## src/sv/prfs_pkg.sv

```systemverilog
// Shared types, constants and fixed-point helpers for the secant root finder.
package prfs_pkg;

   localparam int MAX_DEGREE = 5;
   localparam int FRAC_BITS  = 32;
   localparam int DEPTH      = MAX_DEGREE + 1;
   localparam int CNT_W      = $clog2(DEPTH + 1);
   localparam int IDX_W      = $clog2(DEPTH);
   localparam int WORD_W     = 64;
   localparam int WIDE_W     = 2 * WORD_W;
   localparam int TOL_W      = 33;
   localparam int STEP_W     = 6;
   localparam int ROOT_W     = 4;
   localparam int DIV_CNT_W  = $clog2(WIDE_W);
   localparam int CSR_ADDR_W = 2;

   localparam logic [WORD_W-1:0] WORD_MIN = {1'b1, {(WORD_W-1){1'b0}}};
   localparam logic [WORD_W-1:0] WORD_MAX = {1'b0, {(WORD_W-1){1'b1}}};

   // register indexes of the configuration port
   localparam logic [CSR_ADDR_W-1:0] CSR_START_FIRST  = 2'd0;
   localparam logic [CSR_ADDR_W-1:0] CSR_START_SECOND = 2'd1;
   localparam logic [CSR_ADDR_W-1:0] CSR_TOLERANCE    = 2'd2;
   localparam logic [CSR_ADDR_W-1:0] CSR_ITER_LIMIT   = 2'd3;

   localparam logic [WORD_W-1:0] RST_START_FIRST  = 64'd0;
   localparam logic [WORD_W-1:0] RST_START_SECOND = 64'd429496730;
   localparam logic [TOL_W-1:0]  RST_TOLERANCE    = 33'd430;
   localparam logic [STEP_W-1:0] RST_ITER_LIMIT   = 6'd29;

   typedef enum logic [3:0] {
      DP_NONE,
      DP_LOAD,
      DP_RUN_START,
      DP_ROOT_INIT,
      DP_HORNER_INIT,
      DP_MUL_START,
      DP_MUL_STEP,
      DP_HORNER_ACC,
      DP_SAVE_V_PREV,
      DP_SAVE_V_CUR,
      DP_DEN,
      DP_DIV_START,
      DP_DIV_STEP,
      DP_NEXT,
      DP_ADVANCE,
      DP_EMIT_DEFLATE
   } dp_op_type;

   typedef struct packed {
      dp_op_type op;
      logic      mul_secant;   // multiplier operands: 1 secant, 0 Horner
   } dp_cmd_type;

   typedef struct packed {
      logic n_zero;
      logic idx_zero;
      logic mul_last;
      logic div_last;
      logic den_zero;
      logic limit_hit;
      logic conv;
      logic out_busy;
   } dp_status_type;

   typedef enum logic [4:0] {
      S_IDLE,
      S_RUN,
      S_ROOT,
      S_H_INIT,
      S_H_MUL,
      S_H_WAIT,
      S_H_ACC,
      S_SAVE,
      S_TEST,
      S_CHECK,
      S_CHECK2,
      S_S_MUL,
      S_S_WAIT,
      S_DIV_START,
      S_DIV,
      S_NEXT,
      S_EMIT
   } ctrl_state_type;

   typedef enum logic [1:0] {
      PH_PREV,
      PH_CUR,
      PH_NEXT
   } eval_phase_type;

   function automatic logic [WORD_W-1:0] sat_add(logic [WORD_W-1:0] a, logic [WORD_W-1:0] b);
      logic [WORD_W:0] s;
      s = {a[WORD_W-1], a} + {b[WORD_W-1], b};
      if (s[WORD_W] != s[WORD_W-1]) return s[WORD_W] ? WORD_MIN : WORD_MAX;
      return s[WORD_W-1:0];
   endfunction

   function automatic logic [WORD_W-1:0] sat_sub(logic [WORD_W-1:0] a, logic [WORD_W-1:0] b);
      logic [WORD_W:0] s;
      s = {a[WORD_W-1], a} - {b[WORD_W-1], b};
      if (s[WORD_W] != s[WORD_W-1]) return s[WORD_W] ? WORD_MIN : WORD_MAX;
      return s[WORD_W-1:0];
   endfunction

   function automatic logic [WORD_W-1:0] mag(logic [WORD_W-1:0] v);
      return v[WORD_W-1] ? (~v + 64'd1) : v;
   endfunction

   // signed word from sign and 128-bit magnitude, saturated
   function automatic logic [WORD_W-1:0] from_mag(logic neg, logic [WIDE_W-1:0] m);
      if (neg) begin
         if (m > {{WORD_W{1'b0}}, WORD_MIN}) return WORD_MIN;
         return ~m[WORD_W-1:0] + 64'd1;
      end
      if (m > {{WORD_W{1'b0}}, WORD_MAX}) return WORD_MAX;
      return m[WORD_W-1:0];
   endfunction

endpackage

```

## src/sv/prfs_controller.sv

```systemverilog
// Controller: sequences loading, Horner passes, secant steps and result emission.
module prfs_controller
   import prfs_pkg::*;
(
   input  logic          clock,
   input  logic          reset,
   input  logic          req_tvalid,
   output logic          req_tready,
   input  logic          req_tlast,
   input  dp_status_type status,
   output dp_cmd_type    cmd
);

   ctrl_state_type state_ff, state_in;
   eval_phase_type phase_ff, phase_in;

   always_ff @(posedge clock) begin
      if (reset) begin
         state_ff <= S_IDLE;
         phase_ff <= PH_PREV;
      end else begin
         state_ff <= state_in;
         phase_ff <= phase_in;
      end
   end

   // next state
   always_comb begin
      state_in = state_ff;
      phase_in = phase_ff;
      unique case (state_ff)
         S_IDLE:   if (req_tvalid && req_tlast) state_in = S_RUN;
         S_RUN:    state_in = S_ROOT;
         S_ROOT: begin
            phase_in = PH_PREV;
            state_in = status.n_zero ? S_IDLE : S_H_INIT;
         end
         S_H_INIT: state_in = S_H_MUL;
         S_H_MUL:  state_in = S_H_WAIT;
         S_H_WAIT: if (status.mul_last) state_in = S_H_ACC;
         S_H_ACC:  state_in = status.idx_zero ? S_SAVE : S_H_MUL;
         S_SAVE: begin
            unique case (phase_ff)
               PH_PREV: begin
                  phase_in = PH_CUR;
                  state_in = S_H_INIT;
               end
               PH_CUR:  state_in = S_CHECK;
               default: state_in = S_TEST;
            endcase
         end
         S_TEST:   state_in = status.conv ? S_EMIT : S_CHECK;
         S_CHECK:  state_in = S_CHECK2;
         S_CHECK2: state_in = (status.limit_hit || status.den_zero) ? S_EMIT : S_S_MUL;
         S_S_MUL:  state_in = S_S_WAIT;
         S_S_WAIT: if (status.mul_last) state_in = S_DIV_START;
         S_DIV_START: state_in = S_DIV;
         S_DIV:    if (status.div_last) state_in = S_NEXT;
         S_NEXT: begin
            phase_in = PH_NEXT;
            state_in = S_H_INIT;
         end
         S_EMIT:   if (!status.out_busy) state_in = S_ROOT;
         default:  state_in = S_IDLE;
      endcase
   end

   // datapath commands
   always_comb begin
      cmd.op         = DP_NONE;
      cmd.mul_secant = 1'b0;
      req_tready     = 1'b0;
      unique case (state_ff)
         S_IDLE: begin
            req_tready = 1'b1;
            if (req_tvalid) cmd.op = DP_LOAD;
         end
         S_RUN:    cmd.op = DP_RUN_START;
         S_ROOT:   if (!status.n_zero) cmd.op = DP_ROOT_INIT;
         S_H_INIT: cmd.op = DP_HORNER_INIT;
         S_H_MUL:  cmd.op = DP_MUL_START;
         S_H_WAIT, S_S_WAIT: cmd.op = DP_MUL_STEP;
         S_H_ACC:  cmd.op = DP_HORNER_ACC;
         S_SAVE: begin
            unique case (phase_ff)
               PH_PREV: cmd.op = DP_SAVE_V_PREV;
               PH_CUR:  cmd.op = DP_SAVE_V_CUR;
               default: cmd.op = DP_ADVANCE;
            endcase
         end
         S_CHECK:  cmd.op = DP_DEN;
         S_S_MUL: begin
            cmd.op         = DP_MUL_START;
            cmd.mul_secant = 1'b1;
         end
         S_DIV_START: cmd.op = DP_DIV_START;
         S_DIV:    cmd.op = DP_DIV_STEP;
         S_NEXT:   cmd.op = DP_NEXT;
         S_EMIT:   if (!status.out_busy) cmd.op = DP_EMIT_DEFLATE;
         default:  cmd.op = DP_NONE;
      endcase
   end

   a_ready_idle: assert property (@(posedge clock) disable iff (reset)
      req_tready |-> state_ff == S_IDLE) else $error("request taken while busy");
   a_last_runs: assert property (@(posedge clock) disable iff (reset)
      (req_tvalid && req_tready && req_tlast) |=> state_ff == S_RUN)
      else $error("last request did not start search");
   a_emit_path: assert property (@(posedge clock) disable iff (reset)
      cmd.op == DP_EMIT_DEFLATE |=> state_ff == S_ROOT) else $error("emit not followed by root");

endmodule
```

## config.mk

```make
export PLATFORM = sky130hd
export DESIGN_NAME = prfs_controller
export DESIGN_NICKNAME = d
export VERILOG_FILES = /design/src/sv/prfs_pkg.sv /design/src/sv/prfs_controller.sv
export SDC_FILE = /design/constraint.sdc
export NUM_CORES = 1
export LEC_CHECK = 0
export BUFFER_PORTS_ARGS = -buffer_cell sky130_fd_sc_hd__clkbuf_2
export CAP_MARGIN = 20
export CORE_MARGIN = 5
export CORE_UTILIZATION = 35
export DETAILED_ROUTE_END_ITERATION = 12
export PLACE_DENSITY = 0.57
export SYNTH_ARGS = -nofsm -noshare
export SYNTH_HDL_FRONTEND = slang
export SYNTH_SLANG_ARGS = --single-unit
```

## constraint.sdc

```tcl
create_clock -name clock -period 1.67 [get_ports clock]
set_input_delay 0.167 -clock clock [delete_from_list [all_inputs] [get_ports clock]]
set_output_delay 0.167 -clock clock [all_outputs]
set_load 0.005 [all_outputs]
```

======== Word-level counts from Yosys, hierarchy flattened ========
Index checks and enable logic that the tools add are counted.
cells by class
  shift-type cells ........................ 0
  bitwise operators ....................... 0
  div/mod/pow operators ................... 0
  reductions and logical operators ........ 9
  equal/unequal tests ..................... 23
  add/subtract/negate cells ............... 0
  multipliers ............................. 0
  multiplexer cells ....................... 20
  order comparisons ....................... 0
operators with widths
  kind                                                                      count
  5-bit case mux with 17 select lines                                       1
  4-bit case mux with 13 select lines                                       1
  5-bit by 4-bit equality test with 1-bit output (second input constant)    8
  5-bit 2-to-1 mux                                                          7
  5-bit by 3-bit equality test with 1-bit output (second input constant)    4
  5-bit by 2-bit equality test with 1-bit output (second input constant)    2
  2-bit inequality test (second input constant)                             5
  2-bit 2-to-1 mux                                                          4
  4-bit case mux with 2 select lines                                        1
  2-bit case mux with 3 select lines                                        1
  3-bit case mux with 2 select lines                                        1
  5-bit by 1-bit equality test with 1-bit output (second input constant)    1
  5-bit equality test (second input constant)                               1
  5-bit logical NOT                                                         1
  5-bit AND reduction                                                       1
  4-bit 2-to-1 mux                                                          1
  2-bit OR reduction                                                        2
  1-bit 2-to-1 mux                                                          3
  3-bit nonzero test                                                        1
  2-bit by 1-bit equality test with 1-bit output (second input constant)    1
  2-bit logical NOT                                                         1
  2-bit by 1-bit inequality test with 1-bit output (second input constant)  1
  2-bit AND reduction                                                       1
  1-bit logical AND                                                         1
  1-bit logical OR                                                          1
storage, ports and cells
  latch bits .............................. 0
  bits in read-only memories .............. 0
  logic and storage cells ................. 54
  input port bits ......................... 12
  output and inout port bits .............. 6
  memories kept ........................... 0
  register bits ........................... 7
  RAM bits ................................ 0

======== Longest topological paths before layout ========
Gate-level depths: netlist (run 1).
  depth after elaboration ................. 3
  gate-level depth with buffers ........... 6
  gate-level depth less buffers ........... 4

======== Worst setup path after synthesis (run 1) ========
OpenSTA, ideal clock, no wires.
  kind .................................... register to output
  from .................................... reg state_ff[3]
  to ...................................... out cmd[1] (netlist bit)
  stages on the path, launching flop included .. 5
  required time ........................... 1.503 ns
  arrival time ............................ 1.370 ns
  path buffers ............................ 0
  slack ................................... 0.133 ns
  cell sequence ........................... dfxtp_1 > or4_4 > or3_4 > o21ai_2 > a221o_1
RTL lines
  element                 line                   RTL
  start, declared         prfs_controller.sv:14  ctrl_state_type state_ff, state_in;
  start signal, assigned  prfs_controller.sv:22  state_ff <= state_in;
  end, declared           prfs_controller.sv:11  output dp_cmd_type cmd

==> reports/metrics.cfg, run 1 <==
[status]
status = finished, violations left
violations = setup timing

[grt]
globalRoute.totalOverflow = 0
grt_start_max_net_pins = 23
grt_pass1_wl_um = 3926
grt_usage_pct = 14.72
antenna_found_initial = 0
grt_pass1_vias = 839

[clock_network]
clk_pin_slew_ns = 0.05
clk-insertion-delay-late_ns = 0.24
holdBufCountCts = 0
cts-buffers-inserted = 3
cts_tree = yes
h-tree-depth = 1
clockRootBuffer = clkbuf_4
clk_path_buf_depth = 2
cts_sinks = 7

[worst_setup_path]
worstPathRequired_ns = 1.50
path_max_fanout = 2
crit_slowest_cell = or4_4
reg2reg_to = phase_ff[0]$_SDFFE_PP0P_
crit_type = reg2out
crit_path_cell_trace = or4_4 > or3_4 > o21ai_2 > o21bai_1 > buf_2
max_stage_delay_ns = 0.53
reg2reg_depth = 6
worstPathArrival_ns = 1.75
endpoint_kind = output port
r2r_start = state_ff[2]$_SDFFE_PP0P_
regToRegSetupSlack_ns = 0.10
start_kind = flop

[sta]
hold_viol = 0
min_period_ns = 1.917
worst_pin_slew_ns = 0.4072
fin_crit_sh_pct = 114.8
slew_headroom_pct = 72.60
final-max-slew-violation-count = 0
fin_worst_skew_ns = 0.004118
setup_viol = 4
rsz0062_at_grt = yes
fin_ws_ns = -0.2473
max_freq_mhz = 521.6

[synthesis]
synth_area_um2 = 785.8
synth-edff-count = 0
synth_nets = 122
syn_inst = 110
ys_async_sr_fraction_pct = 0
synthFlopType = dfxtp_1
ys_seq_area_share_pct = 17.83
ys_warn_count = 0
synth-seq-cells = 7
syn_avg_cell_area_um2 = 7.143
synth_cell_type_count = 48

[floorplan]
rows = 17
die_area_mm2 = 0.003292
core-area_mm2 = 0.002170
die_x_um = 57.38
ioPinCount = 18
die_y_um = 57.38
initial_core_util_pct = 36.22

[place]
port_buffers = 17
gp_congestion = 0.8268
post-dp-hpwl_um = 1758

[min_path]
holdCritStartpoint = reset
hold_class = in2reg
min_path_cells = 2
whs_endpoint = phase_ff[1]$_SDFFE_PP0P_

[power_and_ir_drop]
power_mw = 0.4664
peakVddDrop_mv = 0.3751
power_density_mw_per_mm2 = 452.3
p_leak_nw = 0.3935

[finish]
final_nets = 149
layout-drive-gt1-share_pct = 34.56
layout_common_cells = 14 x nor2_1, 14 x clkbuf_2, 14 x buf_4
post-route-util_pct = 47.52
diodes = 0
syn_to_final_growth_pct = 31.21

[drt]
vias = 896
postRouteAntennaNets = 0
wl_per_cell_um = 14.26
drc = 0
viasPerCell = 5.463
wirelength_um = 2339
drt_pre_antenna_iters = 4
first_iter_violations = 31

[job]
maxCapViolations = 0

==> cells in the mapped netlist (2+ instances only) <==
cell | count | area (µm²)
dfxtp_1 | 7 | 140.1
inv_1 | 5 | 18.77
o21ai_0 | 7 | 35.03
xnor2_1 | 2 | 17.52
nor2_1 | 14 | 52.55
nand2b_1 | 3 | 18.77
a32oi_1 | 2 | 17.52
a21oi_1 | 3 | 15.01
nand3_1 | 2 | 10.01
or3b_1 | 2 | 17.52
a221oi_1 | 2 | 17.52
nand2_1 | 7 | 26.28
nor2b_1 | 7 | 43.79
a31oi_1 | 2 | 12.51
o211ai_1 | 2 | 15.01
o21ai_1 | 3 | 15.01
nand4_1 | 2 | 12.51
buf_2 | 8 | 40.04
==> flip-flops by register name, indices dropped and copies added, names as in the netlist <==
| register | count |
|---|---|
| state_ff | 5 |
| phase_ff | 2 |
==> worst max-delay path by stage <==
| stage | start | slack [ns] | endpoint | cells after the start |
|---|---|---|---|---|
| final | state_ff[3]$_SDFFE_PP0P_ | -0.25 | cmd[3] | 5 |
| after global placement | state_ff[3]$_SDFFE_PP0P_ | 0.03 | cmd[3] | 5 |
| after floorplan | state_ff[3]$_SDFFE_PP0P_ | 0.13 | cmd[1] | 4 |
| after global routing | state_ff[3]$_SDFFE_PP0P_ | -0.32 | cmd[3] | 5 |
| after CTS | state_ff[3]$_SDFFE_PP0P_ | -0.26 | cmd[3] | 5 |
| after detailed placement | state_ff[3]$_SDFFE_PP0P_ | 0.02 | cmd[3] | 5 |
==> report_power, final <==
part           internal [mW]  total (mW)  switching, mW
Combinational         0.0664       0.144         0.0775
Sequential             0.171       0.174        0.00228
Clock                 0.0909       0.149         0.0579
Total                  0.329       0.466          0.138
==> metrics by stage <==
step / cell area [µm²] / cells / setup TNS, ns / setup slack, ns / hold slack (ns)
2_1_floorplan: 785.8 / 110 / 0 / 0.1325 / 0.2361
3_3_place_gp: 959.7 / 159 / 0 / 0.03322 / 0.4531
3_5_place_dp: 959.7 / 159 / 0 / 0.01770 / 0.4603
4_1_cts: 993.5 / 163 / -0.8209 / -0.2558 / 0.1985
5_1_grt: 1031 / 164 / -1.158 / -0.3176 / 0.2241
6_report: 1031 / 164 / -0.8708 / -0.2473 / 0.2114
==> cell families after synthesis <==
family	count (synthesis)	synth area share, %
xor+xnor	3	3.345
buf+inv	14	7.962
compound gates	36	32.65
simple gates	50	38.22
flops	7	17.83
==> routing by layer <==
layer | vias to the layer above | GRT usage (%) | wire, µm
li1 | 459 | - | -
met1 | 420 | 20.48 | 1145
met2 | 17 | 23.87 | 1115
met3 | 0 | 2.941 | 78
met4 | 0 | 1.987 | 0
met5 | - | 0 | 0
==> worst max-delay path: cells and delay by family (launching register included) <==
family	cells	cell delay [ns]
AND/OR/NAND/NOR	2	0.88
flip-flops	1	0.30
AO/OA/AOI/OAI	2	0.19
buffers and inverters	1	0.13
==> repair_timing <==
action	4_1_cts	5_1_grt
endpoints found under the setup margin	4	6
pin swaps	0	0
gates resized for setup	2	10
buffers inserted	0	1
endpoints found under the hold margin	0	0
==> cell type report <==
type                       instances  area, µm²
tap                               28      35.03
sequential                         7      140.1
clock buffer                       4      26.28
inverter                           5      18.77
timing repair buffer              31      190.2
fill                             239       1139
multi-input combinational         89      620.6
(Power assumes the default switching activity.)
==> run 2: changes to the inputs <==
Settings changed: CAP_MARGIN 20 to 10, MAX_ROUTING_LAYER set to met4.
==> reports/metrics.cfg, run 2 (synthesis results as in run 1) <==
[drt]
vias = 919  ; was 896
drt_pre_antenna_iters = 4  ; unchanged
wirelength_um = 2167  ; was 2339 µm
viasPerCell = 5.604  ; was 5.463
drc = 0  ; unchanged
first_iter_violations = 12  ; was 31
postRouteAntennaNets = 0  ; unchanged
wl_per_cell_um = 13.21  ; was 14.26 µm

[sta]
slew_headroom_pct = 73.74  ; was 72.60%
fin_ws_ns = -0.2445  ; was -0.2473 ns
final-max-slew-violation-count = 0  ; unchanged
max_freq_mhz = 522.3  ; was 521.6 MHz
hold_viol = 0  ; unchanged
holdWs_ns = 0.1963  ; was 0.2114 ns
min_period_ns = 1.915  ; was 1.917 ns
fin_crit_sh_pct = 114.6  ; was 114.8%
rsz0062_at_grt = yes  ; unchanged
setup_viol = 4  ; unchanged
worst_pin_slew_ns = 0.3903  ; was 0.4072 ns
totalNegativeSetupSlack_ns = -0.8725  ; was -0.8708 ns
fin_worst_skew_ns = 0.001583  ; was 0.004118 ns

[finish]
diodes = 0  ; unchanged
largest_reg_flops = 5  ; unchanged
final_nets = 149  ; unchanged
post-route-util_pct = 46.60  ; was 47.52%
syn_to_final_growth_pct = 28.66  ; was 31.21%
design_area_mm2 = 0.001011  ; was 0.001031 mm²
n_fill_cell = 238  ; was 239
layout-drive-gt1-share_pct = 33.82  ; was 34.56%
regMostFlops = state_ff  ; unchanged
reg.largest.list = state_ff x5, phase_ff x2  ; unchanged
layout_common_cells = 14 x nor2_1, 14 x clkbuf_2, 14 x buf_4  ; unchanged

[power_and_ir_drop]
switching_share_pct = 28.99  ; was 29.53%
power.share.sequential_pct = 37.6  ; was 37.2%
power_frac_clock_pct = 32.4  ; was 31.9%
power_density_mw_per_mm2 = 456.8  ; was 452.3 mW/mm²
switchingPower_mw = 0.1339  ; was 0.1377 mW
intPower_mw = 0.3280  ; was 0.3287 mW
p_leak_nw = 0.3871  ; was 0.3935 nW
combPwrFrac_pct = 30.0  ; was 30.9%
peakVddDrop_mv = 0.3342  ; was 0.3751 mV

[grt]
globalRoute.totalOverflow = 0  ; unchanged
grt_pass1_vias = 872  ; was 839
grt_usage_pct = 14.25  ; was 14.72%
antenna_found_initial = 0  ; unchanged
grt_pass1_wl_um = 3760  ; was 3926 µm
grt_start_max_net_pins = 23  ; unchanged

[status]
status = finished, violations left  ; unchanged
violations = setup timing  ; unchanged

[clock_network]
cts_sinks = 7  ; unchanged
clk_path_buf_depth = 2  ; unchanged
cts-buffers-inserted = 3  ; unchanged
clk_pin_slew_ns = 0.05  ; about the same
clockRootBuffer = clkbuf_4  ; unchanged
h-tree-depth = 1  ; unchanged
clk-insertion-delay-late_ns = 0.25  ; was 0.24 ns
cts_tree = yes  ; unchanged

[worst_setup_path]
path_max_fanout = 2  ; unchanged
endpoint_kind = output port  ; unchanged
critical_path.top_delay_family = simple AND/OR/NAND/NOR gates  ; unchanged
worstPathArrival_ns = 1.75  ; about the same
max_stage_delay_ns = 0.53  ; about the same
worstPathRequired_ns = 1.50  ; about the same
cp_num_buf_inv = 1  ; unchanged
crit_type = reg2out  ; unchanged
start_kind = flop  ; unchanged
crit_path_cell_trace = or4_4 > or3_4 > o21ai_2 > o21bai_1 > buf_2  ; unchanged
crit_slowest_cell = or4_4  ; unchanged

[floorplan]
die_x_um = 57.38  ; unchanged
die_y_um = 57.38  ; unchanged
die_area_mm2 = 0.003292  ; unchanged
core-area_mm2 = 0.002170  ; unchanged
rows = 17  ; unchanged
initial_core_util_pct = 36.22  ; unchanged
ioPinCount = 18  ; unchanged

[place]
port_buffers = 17  ; unchanged
gp_congestion = 0.8195  ; was 0.8268
post-dp-hpwl_um = 1701  ; was 1758 µm
dpl_cell_area_um2 = 959.7  ; unchanged

[min_path]
hold_class = in2reg  ; unchanged

[job]
maxCapViolations = 0  ; unchanged

[run 2: cell type report]
class / instances / area, µm² / area share (%)
sequential: 7 / 140.1 / 13.86
clock buffer: 4 / 26.28 / 2.599
multi-input combinational: 89 / 600.6 / 59.41
tap: 28 / 35.03 / 3.465
inverter: 5 / 18.77 / 1.856
timing repair buffer: 31 / 190.2 / 18.81
[run 2: worst paths after layout]
path                       startpoint                       end  slack (ns)  depth (start not counted)
min reg2reg  phase_ff[0]$_SDFFE_PP0P_  phase_ff[0]$_SDFFE_PP0P_        0.58                          2
max reg2reg  state_ff[3]$_SDFFE_PP0P_  state_ff[1]$_SDFFE_PP0P_        0.11                          5
max          state_ff[3]$_SDFFE_PP0P_                    cmd[3]       -0.24                          5
min                             reset  phase_ff[1]$_SDFFE_PP0P_        0.20                          2
[run 2: worst reg2reg max path, stage by stage (launching register included)]
cell and delay [ns]:
dfxtp_1 0.30, buf_4 0.20, or4b_1 0.53, a21oi_1 0.19
a221oi_1 0.08, a22oi_2 0.18
[run 2: stage by stage]
step,worst slack [ns],std cells,total power [mW]
floorplan,0.1325,110,0.2628
global placement,0.03112,159,0.3122
detailed placement,0.005432,159,0.3133
CTS,-0.2591,164,0.4672
global route,-0.3149,164,0.4892
finish,-0.2445,164,0.4618
[run 2: what timing repair did]
item / CTS / global route
setup buffers: 1 / 0
hold buffers: 0 / 0
gates cloned: 0 / 0
setup endpoints to repair: 4 / 5
gates resized for setup: 4 / 4
[run 2: layer usage]
| metal | routed length [µm] | GRT usage (%) |
|---|---|---|
| met1 | 1012 | 19.09 |
| met2 | 1022 | 22.74 |
| met3 | 128 | 1.584 |
| met4 | 4 | 3.311 |
| met5 | 0 | - |
[run 2: power groups by stage]
stage / registers, mW / clock network (mW) / logic (mW)
after floorplan: 0.177 / 0 / 0.0862
after global placement: 0.177 / 0 / 0.136
after detailed placement: 0.177 / 0 / 0.136
after CTS: 0.174 / 0.155 / 0.139
after global routing: 0.174 / 0.161 / 0.155
final: 0.174 / 0.149 / 0.139
